### config.mk
export PLATFORM = sky130hd
export DESIGN_NAME = tlv_var_number_decoder
export DESIGN_NICKNAME = d
export VERILOG_FILES = /design/src/rtl/tlvd_pkg.sv /design/src/rtl/tlvd_core.sv /design/src/rtl/tlv_var_number_decoder.sv
export VERILOG_INCLUDE_DIRS = /design/src /design/src/rtl
export SDC_FILE = /design/constraint.sdc
export NUM_CORES = 1
export LEC_CHECK = 0
export ABC_AREA = 1
export BUFFER_PORTS_ARGS = -buffer_cell sky130_fd_sc_hd__buf_2
export CORE_MARGIN = 2
export CORE_UTILIZATION = 30
export DETAILED_ROUTE_END_ITERATION = 12
export PLACE_DENSITY_LB_ADDON = 0.05
export SYNTH_ARGS = -nofsm -noshare
export SYNTH_HDL_FRONTEND = slang
export SYNTH_SLANG_ARGS = --single-unit
### constraint.sdc
create_clock -name aclk -period 8.7 [get_ports aclk]
set_input_delay 1.305 -clock aclk [delete_from_list [all_inputs] [get_ports aclk]]
set_output_delay 1.305 -clock aclk [all_outputs]
set_load 0.01 [all_outputs]
### src/rtl/tlv_var_number_decoder_defines.svh
// Assertion macros shared by the decoder RTL.
`ifndef TLV_VAR_NUMBER_DECODER_DEFINES_SVH
`define TLV_VAR_NUMBER_DECODER_DEFINES_SVH

// Same-cycle implication, checked only while out of reset.
`define TLVD_ASSERT_NOW(label, clk, rstn, ante, cons, msg) \
    label: assert property (@(posedge clk) disable iff (!(rstn)) (ante) |-> (cons)) \
        else $error(msg);

// Next-cycle implication, checked only while out of reset.
`define TLVD_ASSERT_NEXT(label, clk, rstn, ante, cons, msg) \
    label: assert property (@(posedge clk) disable iff (!(rstn)) (ante) |=> (cons)) \
        else $error(msg);

`endif

### src/rtl/tlvd_pkg.sv
package tlvd_pkg;

    localparam int unsigned VALUE_W = 64;
    localparam int unsigned STATUS_W = 2;
    localparam int unsigned USED_W = 5;
    localparam int unsigned TOGO_W = 4;
    localparam int unsigned PHASE_W = 2;

    localparam logic [7:0] MARK_TWO = 8'd253;
    localparam logic [7:0] MARK_FOUR = 8'd254;
    localparam logic [7:0] MARK_EIGHT = 8'd255;
    localparam logic [TOGO_W-1:0] MAX_INT_LEN = 4'd8;

    localparam logic [USED_W-1:0] USED_MIN = 5'd1;
    localparam logic [USED_W-1:0] USED_MAX = 5'd17;

    localparam logic [STATUS_W-1:0] ST_OK = 2'd0;
    localparam logic [STATUS_W-1:0] ST_TRUNC = 2'd1;
    localparam logic [STATUS_W-1:0] ST_WIDE = 2'd2;
    localparam logic [STATUS_W-1:0] ST_BADLEN = 2'd3;

    typedef struct packed {
        logic [VALUE_W-1:0]  value;
        logic [STATUS_W-1:0] status;
        logic [USED_W-1:0]   bytes_used;
    } tlvd_result_t;

endpackage

### src/rtl/tlvd_core.sv
module tlvd_core (
    input  logic                 aclk,
    input  logic                 aresetn,
    input  logic                 wide_numbers,
    input  logic                 in_accept,
    input  logic                 func,
    input  logic [7:0]           data_byte,
    input  logic                 buffer_end,
    output logic                 res_valid,
    output tlvd_pkg::tlvd_result_t res
);
    import tlvd_pkg::*;

    localparam logic [PHASE_W-1:0] PH_IDLE = 2'd0;
    localparam logic [PHASE_W-1:0] PH_NUM = 2'd1;
    localparam logic [PHASE_W-1:0] PH_INT = 2'd2;

    logic [PHASE_W-1:0] phase_reg, phase_next;
    logic [TOGO_W-1:0]  togo_reg, togo_next;
    logic [VALUE_W-1:0] acc_reg, acc_next;
    logic               mode_reg, mode_next;
    logic [USED_W-1:0]  count_reg, count_next;

    logic               active;
    logic               fin;
    logic               num_done;
    logic [VALUE_W-1:0] num;
    logic [VALUE_W-1:0] shifted;
    logic [TOGO_W-1:0]  togo_dec;
    logic [VALUE_W-1:0] fin_value;
    logic [STATUS_W-1:0] fin_status;
    logic               len_ok;

    assign active = (phase_reg == PH_NUM) || (phase_reg == PH_INT);
    assign shifted = {acc_reg[VALUE_W-9:0], data_byte};
    assign togo_dec = (togo_reg != '0) ? togo_reg - 4'd1 : '0;

    always_comb begin
        phase_next = phase_reg;
        togo_next = togo_reg;
        acc_next = acc_reg;
        mode_next = mode_reg;
        count_next = count_reg;
        fin = 1'b0;
        fin_value = '0;
        fin_status = ST_OK;
        num_done = 1'b0;
        num = '0;
        len_ok = 1'b0;
        res_valid = 1'b0;
        res = '0;

        if (in_accept) begin
            if (!active) begin
                mode_next = func;
                count_next = USED_MIN;
                acc_next = '0;
                if (data_byte < MARK_TWO) begin
                    num_done = 1'b1;
                    num = {{(VALUE_W-8){1'b0}}, data_byte};
                end else if (data_byte == MARK_EIGHT && !wide_numbers) begin
                    fin = 1'b1;
                    fin_status = ST_WIDE;
                end else begin
                    if (data_byte == MARK_TWO) begin
                        togo_next = 4'd2;
                    end else if (data_byte == MARK_FOUR) begin
                        togo_next = 4'd4;
                    end else begin
                        togo_next = MAX_INT_LEN;
                    end
                    if (buffer_end) begin
                        fin = 1'b1;
                        fin_status = ST_TRUNC;
                    end else begin
                        phase_next = PH_NUM;
                    end
                end
            end else begin
                acc_next = shifted;
                count_next = count_reg + 5'd1;
                togo_next = togo_dec;
                if (togo_dec == '0) begin
                    if (phase_reg == PH_NUM) begin
                        num_done = 1'b1;
                        num = shifted;
                    end else begin
                        fin = 1'b1;
                        fin_value = shifted;
                    end
                end else if (buffer_end) begin
                    fin = 1'b1;
                    fin_status = ST_TRUNC;
                end
            end

            // A finished var-number is either the result or an integer's length.
            if (num_done) begin
                len_ok = (num == 64'd1) || (num == 64'd2) || (num == 64'd4)
                    || (num == {{(VALUE_W-TOGO_W){1'b0}}, MAX_INT_LEN});
                if (!mode_next) begin
                    fin = 1'b1;
                    fin_value = num;
                end else if (!len_ok) begin
                    fin = 1'b1;
                    fin_status = ST_BADLEN;
                end else if (buffer_end) begin
                    fin = 1'b1;
                    fin_status = ST_TRUNC;
                end else begin
                    phase_next = PH_INT;
                    togo_next = num[TOGO_W-1:0];
                    acc_next = '0;
                end
            end

            if (fin) begin
                res_valid = 1'b1;
                res.value = fin_value;
                res.status = fin_status;
                res.bytes_used = count_next;
                phase_next = PH_IDLE;
                togo_next = '0;
                acc_next = '0;
                count_next = '0;
            end
        end
    end

    always_ff @(posedge aclk) begin
        if (!aresetn) begin
            phase_reg <= PH_IDLE;
            togo_reg <= '0;
            acc_reg <= '0;
            mode_reg <= 1'b0;
            count_reg <= '0;
        end else begin
            phase_reg <= phase_next;
            togo_reg <= togo_next;
            acc_reg <= acc_next;
            mode_reg <= mode_next;
            count_reg <= count_next;
        end
    end

endmodule

### src/rtl/tlv_var_number_decoder.sv
// Channel  | Dir | Contents
// s_*      | in  | tdata[7:0] data_byte, tuser func, tlast buffer_end
// m_*      | out | tdata[63:0] value, tdata[68:64] bytes_used, tuser status
// cfg_*    | in  | cfg_data wide_numbers
//
// One input word is taken per cycle while s_tready is high; the result of the word
// that completes or fails a field is registered into the output buffer.
// A two-entry output buffer (main register plus skid register) lets input
// continue while m_tready is low; s_tready drops only while the skid register
// holds a result. Reset is synchronous, active low, and clears the decode
// state, the output buffer and wide_numbers.
`include "tlv_var_number_decoder_defines.svh"

module tlv_var_number_decoder (
    input  logic        aclk,
    input  logic        aresetn,
    input  logic        s_tvalid,
    output logic        s_tready,
    input  logic [7:0]  s_tdata,   // [7:0] data_byte
    input  logic        s_tuser,   // [0] func
    input  logic        s_tlast,
    output logic        m_tvalid,
    input  logic        m_tready,
    output logic [71:0] m_tdata,   // [63:0] value, [68:64] bytes_used, [71:69] zero
    output logic [tlvd_pkg::STATUS_W-1:0] m_tuser,  // [1:0] status
    input  logic        cfg_valid,
    output logic        cfg_ready,
    input  logic        cfg_data
);
    import tlvd_pkg::*;

    logic          wide_reg;
    logic          in_accept;
    logic          res_valid;
    tlvd_result_t  res;
    logic          main_valid_reg;
    tlvd_result_t  main_reg;
    logic          skid_valid_reg;
    tlvd_result_t  skid_reg;
    logic          pop;

    assign cfg_ready = 1'b1;
    assign s_tready = !skid_valid_reg;
    assign in_accept = s_tvalid && s_tready;
    assign pop = main_valid_reg && m_tready;

    always_ff @(posedge aclk) begin
        if (!aresetn) begin
            wide_reg <= 1'b0;
        end else if (cfg_valid && cfg_ready) begin
            wide_reg <= cfg_data;
        end
    end

    tlvd_core u_core (
        .aclk         (aclk),
        .aresetn      (aresetn),
        .wide_numbers (wide_reg),
        .in_accept    (in_accept),
        .func         (s_tuser),
        .data_byte    (s_tdata),
        .buffer_end   (s_tlast),
        .res_valid    (res_valid),
        .res          (res)
    );

    // The skid register fills only when a result arrives while the main
    // register is full and not being drained.
    always_ff @(posedge aclk) begin
        if (!aresetn) begin
            main_valid_reg <= 1'b0;
            skid_valid_reg <= 1'b0;
        end else if (skid_valid_reg) begin
            if (pop) begin
                skid_valid_reg <= 1'b0;
            end
        end else if (res_valid) begin
            if (!main_valid_reg || pop) begin
                main_valid_reg <= 1'b1;
            end else begin
                skid_valid_reg <= 1'b1;
            end
        end else if (pop) begin
            main_valid_reg <= 1'b0;
        end
    end

    always_ff @(posedge aclk) begin
        if (skid_valid_reg) begin
            if (pop) begin
                main_reg <= skid_reg;
            end
        end else if (res_valid) begin
            if (!main_valid_reg || pop) begin
                main_reg <= res;
            end else begin
                skid_reg <= res;
            end
        end
    end

    assign m_tvalid = main_valid_reg;
    assign m_tdata = {3'b000, main_reg.bytes_used, main_reg.value};
    assign m_tuser = main_reg.status;

    `TLVD_ASSERT_NOW(a_skid_behind_main, aclk, aresetn, skid_valid_reg, main_valid_reg, "skid register full while output register is empty")
    `TLVD_ASSERT_NOW(a_error_value_zero, aclk, aresetn, m_tvalid && (m_tuser != ST_OK), m_tdata[63:0] == 64'd0, "failed field carries a nonzero value")
    `TLVD_ASSERT_NOW(a_used_in_range, aclk, aresetn, m_tvalid, (m_tdata[68:64] >= USED_MIN) && (m_tdata[68:64] <= USED_MAX), "bytes_used out of range")
    `TLVD_ASSERT_NEXT(a_result_kept, aclk, aresetn, res_valid && skid_valid_reg, 1'b0, "result produced while the output buffer was full")

endmodule
After elaboration in Yosys (flattened, before gate mapping)
Index checks and enable logic that the tools add are counted.

word-level totals
  bits in registers = 213
  logic and storage cells = 129

cells by class
  add/sub/neg operators = 2
  order comparisons = 1
  equality and inequality tests = 11
  muxes and demuxes = 80
  bitwise logic cells = 2
  reductions and logical operators = 19

operators by type and width
  kind                   number
  $mux W64               9
  $mux W71               6
  $mux W56               6
  $eq A64 B1 Y1 const B  1
  $eq A64 B2 Y1 const B  1
  $eq A64 B3 Y1 const B  1
  $eq A64 B4 Y1 const B  1
  $mux W4                11
  $mux W2                16
  $mux W1                29
  $eq A8 B8 Y1 const B   3
  $mux W5                2
  $reduce_and A3 Y1      3
  $lt A8 B8 Y1 const B   1
  $mux W8                1
  $reduce_bool A2 Y1     3
  $add A5 B1 Y5 const B  1
  $logic_or A1 B1 Y1     5
  $logic_not A4 Y1       1
  $ne A2 B1 Y1 const B   2
  $reduce_bool A4 Y1     1
  $sub A4 B1 Y4 const B  1
  $logic_and A1 B1 Y1    3
  $logic_not A1 Y1       3
  other kinds (3)        4

Longest topological paths before layout
Gate-level depths: netlist (run 1).

  depth in word-level cells = 19
  depth in mapped cells = 19
  mapped depth without buffers = 17

By module
From an unflattened synthesis (run 1), not the netlist that was laid out.

second synthesis, totals
  cell total of the unflattened synthesis = 1174
  area total of the unflattened synthesis = 10078.4 µm²

by module, submodules not included
  module                  times used  cells an instance  area each (µm²)  seq. area each (µm²)
  tlv_var_number_decoder  1           404                5367.6           4324.1
  tlvd_core               1           770                4710.8           1361.3

Worst setup path before layout (run 1)
Ideal clock, no wire load.

  path type = input-to-reg
  start = input s_tdata[7]
  end = register main_reg (netlist bit m_tdata[0]), enable pin
  setup time = 0.524 ns
  arrival time = 5.992 ns
  data required time = 8.176 ns
  slack = 2.184 ns
  stages on the path = 15
  cell sequence = nand2_1 nor2_1 nand3_1 nand2_2 inv_2 nand2_1 nor2_1 nand2_1 nor2_2 nand3_4 nand2_2 nand2_1 nand2_1 buf_2 a21oi_1

on the way
  cells in the longest elaborated chain, start to end = 16
  elaborated cells on any way between the ends = 30
  those cells by class = order compare (1); eq/ne (5); mux (18); reduce/logical (6)

ends and longest elaborated chain
  item                                            line                              text
  start, declared                                 tlv_var_number_decoder.sv:19      input logic [7:0] s_tdata,
  $lt A8 B8 Y1 or $mux W64 (tied branches)        tlvd_core.sv:58, tlvd_core.sv:84
  $mux W8 or $mux W64 (tied branches)             tlvd_core.sv:58, tlvd_core.sv:83
  $mux W64                                        tlvd_core.sv:54                   if (!active) begin
  $mux W64                                        tlvd_core.sv:53                   if (in_accept) begin
  $eq A64 B1 Y1 or $eq A64 B2 Y1 (tied branches)  tlvd_core.sv:99                   len_ok = (num == 64'd1) || (num == 64'd2) || (num == 64'd4)
  $logic_or A1 B1 Y1 (2 in a row)                 tlvd_core.sv:99
  $logic_or A1 B1 Y1                              tlvd_core.sv:100                  || (num == {{(VALUE_W-TOGO_W){1'b0}}, MAX_INT_LEN});
  $mux W1                                         tlvd_core.sv:104                  end else if (!len_ok) begin
  $mux W1                                         tlvd_core.sv:101                  if (!mode_next) begin
  $mux W1 *                                       tlvd_core.sv:98                   if (num_done) begin
  $mux W1 *                                       tlvd_core.sv:53
  $mux W1 *                                       tlvd_core.sv:117                  if (fin) begin
  $mux W1 *                                       tlvd_core.sv:53
  $reduce_bool A2 Y1 (no source line) *           -
  $reduce_and A3 Y1 (no source line) *            -
  end signal, assigned                            tlv_var_number_decoder.sv:91      main_reg <= skid_reg;
  end signal, assigned                            tlv_var_number_decoder.sv:95      main_reg <= res;
  end, declared                                   tlv_var_number_decoder.sv:37      tlvd_result_t main_reg;

Mark *: on every way between the ends. The rest lies on a longest branch, timed or not. The select of a mux whose other input is x is not followed.
A chain may end at the register's enable or synchronous reset.

Final worst setup path (run 1)
  start = register u_core.phase_reg[1]
  end = register skid_reg[47] (netlist bit), enable pin

on the way
  cells in the longest elaborated chain, start to end = 16
  elaborated cells on any way between the ends = 31
  those cells by class = eq/ne (6); mux (20); reduce/logical (5)

ends and longest elaborated chain
  item                                            line                              text
  start, declared                                 tlvd_core.sv:18                   logic [PHASE_W-1:0] phase_reg, phase_next;
  start signal, assigned                          tlvd_core.sv:138                  phase_reg <= phase_next;
  $eq A2 B1 Y1                                    tlvd_core.sv:34, tlvd_core.sv:84
  $mux W64                                        tlvd_core.sv:84                   if (phase_reg == PH_NUM) begin
  $mux W64                                        tlvd_core.sv:83                   if (togo_dec == '0) begin
  $mux W64                                        tlvd_core.sv:54
  $mux W64                                        tlvd_core.sv:53
  $eq A64 B1 Y1 or $eq A64 B2 Y1 (tied branches)  tlvd_core.sv:99
  $logic_or A1 B1 Y1 (2 in a row)                 tlvd_core.sv:99
  $logic_or A1 B1 Y1                              tlvd_core.sv:100
  $mux W1                                         tlvd_core.sv:104
  $mux W1                                         tlvd_core.sv:101
  $mux W1 *                                       tlvd_core.sv:98
  $mux W1 *                                       tlvd_core.sv:53
  $mux W1 *                                       tlvd_core.sv:117
  $mux W1 *                                       tlvd_core.sv:53
  $reduce_and A3 Y1 (no source line) *            -
  end signal, assigned                            tlv_var_number_decoder.sv:97      skid_reg <= res;
  end, declared                                   tlv_var_number_decoder.sv:39      tlvd_result_t skid_reg;

Marked as above.

==> results of run 1 <==
[cell usage in the layout (no fill, tap or decap), types with 2 or more instances in the layout]
master     netlist  routed
edfxtp_1       142     142
o21ai_0         95      95
inv_1           96      95
clkbuf_1        61       7
ha_1             2       2
clkbuf_16        0      27
bufinv_16        0       4
dfxtp_1         71      70
nand2_2          3       3
nand4_1         58      58
a32oi_1          2       2
clkinv_2         0       5
nand2_4          1       2
nand3_1         21      21
nand2_1        258     257
buf_2            9      88
nand3_4          3       3
conb_1           2       4
nor2_1         196     194
o211ai_1        10      10
clkinv_1         1       2
nor2_2           2       2
inv_2            7       8
o21ai_1         16      15
a21oi_1         90      89
clkbuf_8         0       3
buf_4            9      13
o2111ai_1       42      42
nor2_4           2       4
nor3_1           3       3
[logic make-up (layout without fill, tap and decap cells)]
group           after synthesis  after routing
compound gates              260            260
xor+xnor                      1              1
fa+ha+maj                     2              2
buf+inv                     197            255
flops                       213            213
other cells                   2              4
simple gates                553            553
[final timing paths]
kind,start,end,slack [ns],depth (start not counted)
worst max-delay path,u_core.phase_reg[1],skid_reg[47],3.78,15
worst min-delay path,u_core.acc_reg[24],u_core.acc_reg[24],0.47,2
worst max register to register,u_core.phase_reg[1],skid_reg[47],3.78,15
worst min register to register,u_core.acc_reg[24],u_core.acc_reg[24],0.47,2
[worst max-delay path: stages, from the launching register on]
cell	delay [ns]
dfxtp_1	0.33
inv_1	0.06
ha_1	0.41
inv_2	0.49
nor2_4	0.63
o21ai_1	0.24
nand3_1	0.13
nor2_1	0.04
nand2_1	0.07
nor2_2	0.05
nand3_4	0.08
nand2_2	0.06
nand2_1	0.11
nand2_1	0.50
nor2_4	0.94
buf_12	0.33
[metrics by stage]
| stage | instances | power, mW | setup WS, ns | utilization | hold slack, ns |
|---|---|---|---|---|---|
| 2_1_floorplan | 1230 | 1.225 | 2.184 | - | 0.4453 |
| 3_3_place_gp | 1695 | 1.285 | 3.546 | 0.3243 | 0.4550 |
| 3_5_place_dp | 1695 | 1.286 | 3.465 | 0.3243 | 0.4551 |
| 4_1_cts | 1743 | 2.448 | 3.598 | 0.3504 | 0.4653 |
| 5_1_grt | 1743 | 2.498 | 3.253 | 0.3504 | 0.4969 |
| 6_report | 1743 | 2.405 | 3.779 | 0.3504 | 0.4667 |
[power groups by stage]
stage	clock, mW	combinational [mW]	sequential, mW
2_1_floorplan	0	0.0615	1.16
3_3_place_gp	0	0.140	1.15
3_5_place_dp	0	0.140	1.15
4_1_cts	1.18	0.141	1.12
5_1_grt	1.22	0.149	1.13
6_report	1.15	0.135	1.12
[per-layer routing]
layer	GRT usage	up-vias	share of wire
met2	0.2834	171	0.46
met3	0.02135	47	0.037
met4	0.05039	0	0.025
met5	0	-	0
li1	-	4270	-
met1	0.2483	4098	0.48
[area by class of cell]
type | count | area, sq um
clock buffers | 37 | 743.2
clock inverters | 11 | 156.4
fillers | 3675 | 22390
inverters | 105 | 396.6
multi-input cells | 820 | 3963
flip-flops and latches | 213 | 5687
well taps | 455 | 569.3
repair buffers | 102 | 558.0
==> impl_results.md, run 1 <==
- Status: completed
- Setup TNS: 0 ns
- Antenna diode count: 0
- Vias after detailed routing: ~8600
- RSZ-0062 raised after global routing: no
- Lkg Pwr: about 4.4 nW
- Hold violation count in the final report: 0
- Clock sinks: between 200 and 250
- #FFs+latches synth: 213
- Port Buffers: 88
- Multiplexer share of the synthesized area: 0
- Commonest cells in the netlist: 258 x nand2_1, 196 x nor2_1, 142 x edfxtp_1
- Min Clock Period, post-route: slightly below 5 ns
- Relative slew slack: 0.3179
- Sequential power share: 0.467
- Worst EP arrival: 5.12 ns
- DRT Wirelength: between 30000 and 40000 um
- Largest register FFs: 71
- Synth cell types: 41
- Min-delay worst type: reg2reg
- Core area: 0.03446 sq mm
- # nets final: ~1300
- Post-synthesis cell count: 1228
- Global placement routability congestion: approximately 0.84
- Post-CTS sizing: 0
- Largest net degree at the start of global routing: 83
- DRC viols: 0
- Fmax: 0.2032 GHz
- Top-area cell type share of the netlist area: 0.4080
- TritonCTS Buffers: 26
- Drt first pass iters: 5
- Die H: 190.6 um
- Crit. End Element: register
- Most frequent cell after synthesis: nand2_1
- TritonCTS clock tree: yes
- Post-CTS setup buffers: 0
- Clock Power Share: 0.477
- Global-route wire length before repair: about 50000 um
- Slew @ Worst Pin: just over 1 ns
- Clock-pin slew on the worst setup and hold paths: 0.06 ns
- CTS hold repair buffers: 0
- Initial core utilization: 0.3033
- Slew Limit Fails: 0
- Die width: 190.6 um
- Starting DRT DRC Count: 518
- Ys async rst share: 0
- Tot GR Track Use: 0.1760
- Main combinational cell family by area after synthesis: simple AND/OR/NAND/NOR gates
- Crit path required time: 8.90 ns
- Routed len/inst: 18.52 um
- H-tree depth: 1
- Adder-Cell Fraction of Synth Area: 0.002395
- Pint: 1.857 mW
- Number of global-route vias before repair: 8213
- Hpwl dp: 20450 um
- Setup violators final: 0
- Avg Vias per Cell: 4.926
- Initial antenna violation count: 0
- Synthesis-to-finish area growth: 15.53%
- Syn_area_per_cell: 8.510 sq um
- Critical Path Fanout Max: 54
- Xor and xnor area share after synthesis: 0.0008381
- Net Sw Frac: 0.2277
- Post-synthesis sequential area ratio: 0.5441
- Post-synthesis compound-gate area fraction: 0.1440
- EDFF count, synth: 142
- Simple-Gate Fraction of Synth Area: 0.2262
- GRT Residual Overflow: 0
- CTS Buffer Depth: 3
- VDD IR max: 0.1184 mV
- YS warnings: 0
- Startpoint Class: register
- Switch Pwr: between 0.5 and 0.6 mW
- Post-DRT Antenna Nets: 0
- Die area: 0.03634 sq mm
- Row Count: between 60 and 70
- Ports: 93
- Synth area leader: edfxtp_1
- Clk root buf: clkbuf_16
- Comb pwr share: 0.056
- Clock Latency Late Sink: about 0.53 ns
- Final Cell Area: 0.01207 sq mm
- Synthesized cell area: 0.01045 sq mm
- Pwr dens: 199.2 mW/mm^2
- Share of cells above drive strength 1: 0.1328
- Most used DFF post-synth: edfxtp_1
- Final setup skew: 0.009771 ns
- Area after DPL: 0.01117 sq mm
- Tcrit/Tclk final: 0.5657
- Max-Cap Viols: 0
- Crit Path Category: reg2reg
- Dominant cells by area after synthesis: edfxtp_1 41%, dfxtp_1 14%, nand2_1 9.3%, nor2_1 7.0%, o21ai_0 4.5%
No activity file was read; power rests on OpenSTA's default activity.
==> run 2: changes to the inputs <==
Clock period 8.7 ns to 4.47 ns, I/O delays scaled along.
==> run 2 against run 1 <==
Against the previous run:
- critical path depth increased by 2
- global-route usage is 0.34 points lower
- register-to-register slack lost 2.8 ns
- non-clock buffer count is 2 higher
- die area is the same
- worst hold slack got worse by 0.15 ns
- critical path type unchanged
==> impl_results.md, run 2 (synthesis gave the netlist of run 1 again) <==
- Largest net degree at the start of global routing: 169 (was 83)
- Hold Path Stages: 2 (unchanged)
- R2R setup slack: 0.97 ns (was 3.78 ns)
- Tcrit/Tclk final: 0.7824 (was 0.5657)
- Routed len/inst: 17.90 um (was 18.52 um)
- Global placement routability congestion: 0.8453 (was 0.8410)
- Hpwl dp: 20240 um (was 20450 um)
- Setup ws final: 0.9728 ns (was 3.779 ns)
- Hold violation count in the final report: 0 (unchanged)
- Crit path required time: 4.63 ns (was 8.90 ns)
- Post-CTS setup buffers: 0 (unchanged)
- Die width: 190.6 um (unchanged)
- # nets final: 1289 (was 1286)
- Worst hold start: cfg_valid (was u_core.acc_reg[24])
- Starting DRT DRC Count: 547 (was 518)
- Worst r2r path cells: 17 (was 15)
- Crit. End Element: register (unchanged)
- GRT Residual Overflow: 0 (unchanged)
- Global-route wire length before repair: 48890 um (was 49740 um)
- RSZ-0062 raised after global routing: no (unchanged)
- TritonCTS Buffers: 27 (was 26)
- Number of global-route vias before repair: 8214 (was 8213)
- Clock Latency Late Sink: 0.54 ns (was 0.53 ns)
- Final setup skew: 0.01857 ns (was 0.009771 ns)
- Critical R2R Launch: u_core.phase_reg[1] (unchanged)
- Post-CTS sizing: 0 (unchanged)
- Fmax: 0.2859 GHz (was 0.2032 GHz)
- Most frequent cells in the layout: 257 x nand2_1, 194 x nor2_1, 142 x edfxtp_1 (unchanged)
- H-tree depth: 1 (unchanged)
- Clk root buf: clkbuf_16 (unchanged)
- DRC viols: 0 (unchanged)
- Clock sinks: 213 (unchanged)
- Port Buffers: 88 (unchanged)
- Row Count: 68 (unchanged)
- Max-Cap Viols: 0 (unchanged)
- Die H: 190.6 um (unchanged)
- CTS Buffer Depth: 3 (unchanged)
- Worst-path cell chain: inv_1 > ha_1 > inv_4 > buf_4 > nand2_1 > nor2_1 > inv_1 > nand3_1 > nor2_1 > nand2_1 > nor2_2 > nand3_4 > nand2_2 > nand2_1 > nand2_1 > nor2_4 > buf_4 (was inv_1 > ha_1 > inv_2 > nor2_4 > o21ai_1 > nand3_1 > nor2_1 > nand2_1 > nor2_2 > nand3_4 > nand2_2 > nand2_1 > nand2_1 > nor2_4 > buf_12)
- Final core utilization: 0.3491 (was 0.3504)
- Hold Path End: wide_reg (was u_core.acc_reg[24])
- Synthesis-to-finish area growth: 15.11% (was 15.53%)
- Vias after detailed routing: 8514 (was 8586)
- Lkg Pwr: 4.337 nW (was 4.364 nW)
- Die area: 0.03634 sq mm (unchanged)
- Tot GR Track Use: 0.1726 (was 0.1760)
- Setup TNS: 0 ns (unchanged)
- Largest register FFs: 71 (unchanged)
- Clock-pin slew on the worst setup and hold paths: 0.07 ns (was 0.06 ns)
- Slowest cell on crit path: buf_4 (was nor2_4)
- TritonCTS clock tree: yes (unchanged)
- Ports: 93 (unchanged)
- Top delay family on crit path: buffers and inverters (was simple AND/OR/NAND/NOR gates)
- CTS hold repair buffers: 0 (unchanged)
- Avg Vias per Cell: 4.876 (was 4.926)
- Critical Path Fanout Max: 37 (was 54)
- Initial core utilization: 0.3033 (unchanged)
- Relative slew slack: 0.3234 (was 0.3179)
- Share of cells above drive strength 1: 0.1317 (was 0.1328)
- Antenna diode count: 0 (unchanged)
- Min-delay worst type: in2reg (was reg2reg)
- Storage cell area: 0.005687 sq mm (unchanged)
- Leading cell type in the layout, fill and taps excluded: nand2_1 (unchanged)
- Worst path bufs/invs: 5 (was 3)
- Setup violators final: 0 (unchanged)
- RR Endpoint: skid_reg[44] (was skid_reg[47])
- Worst EP arrival: 3.66 ns (was 5.12 ns)
- Startpoint Class: register (unchanged)
- DRT Wirelength: 31250 um (was 32280 um)
- Slew Limit Fails: 0 (unchanged)
- Critical path's largest stage delay: 0.43 ns (was 0.94 ns)
- Min Clock Period, post-route: 3.497 ns (was 4.921 ns)
- Initial antenna violation count: 0 (unchanged)
- Drt first pass iters: 5 (unchanged)
- Post-DRT Antenna Nets: 0 (unchanged)
- Crit Path Category: reg2reg (unchanged)
- Most used cell, CP: nand2_1 (unchanged)
- DP Worst Slack: 0.9772 ns (was 3.465 ns)
- Multi-input logic area: 0.003963 sq mm (unchanged)
- FILL cells: 3698 (was 3675)
- Pwr dens: 376.1 mW/mm^2 (was 199.2 mW/mm^2)
- VDD IR max: 0.2528 mV (was 0.1184 mV)
- Slew @ Worst Pin: 1.013 ns (was 1.023 ns)
- Core area: 0.03446 sq mm (unchanged)
- Status: completed (unchanged)
run 2: cell types whose count changed in the layout (fill, tap and decap cells not counted), sizes merged:
cell and delta:
clkinv +3, clkbuf -2, buf +2, clkinvlp +2, bufinv -2
run 2: worst max path at each step:
stage	startpoint	end	slack [ns]	depth (start not counted)
2_1_floorplan	u_core.phase_reg[1]	skid_reg[0]	0.21	18
3_3_place_gp	u_core.phase_reg[1]	skid_reg[37]	1.04	17
3_5_place_dp	u_core.phase_reg[1]	skid_reg[35]	0.98	17
4_1_cts	u_core.phase_reg[1]	skid_reg[42]	0.95	17
5_1_grt	u_core.phase_reg[1]	skid_reg[44]	0.68	17
6_report	u_core.phase_reg[1]	skid_reg[44]	0.97	17
run 2: cell type report:
cell class	count	share of cell area
clock buffers	35	0.05866
inverters	105	0.03297
well taps	455	0.04733
multi-input cells	820	0.3294
clock inverters	14	0.01019
flip-flops and latches	213	0.4727
repair buffers	104	0.04868
run 2: through the flow:
stage / std cells / area, sq um / hold WS, ns / power [mW]
final: 1746 / 12030 / 0.3172 / 4.524
after global routing: 1746 / 12030 / 0.3192 / 4.705
after CTS: 1746 / 12030 / 0.2954 / 4.601
after detailed placement: 1697 / 11200 / 0.4551 / 2.497
after global placement: 1697 / 11200 / 0.4556 / 2.498
after floorplan: 1230 / 10470 / 0.4453 / 2.380
run 2: report_power, final:
part	internal (mW)	leakage (nW)	switching, mW
logic	0.0650	2.03	0.195
clock network	1.22	0.397	0.855
registers	2.17	1.91	0.0166
total	3.46	4.34	1.07
run 2: metal layers:
layer | vias to the layer above | wire, um | track usage
met5 | - | 0 | 0
met4 | 0 | 687 | 0.04621
met3 | 44 | 1257 | 0.02356
met2 | 155 | 14390 | 0.2794
met1 | 4033 | 14920 | 0.2416
li1 | 4282 | - | -
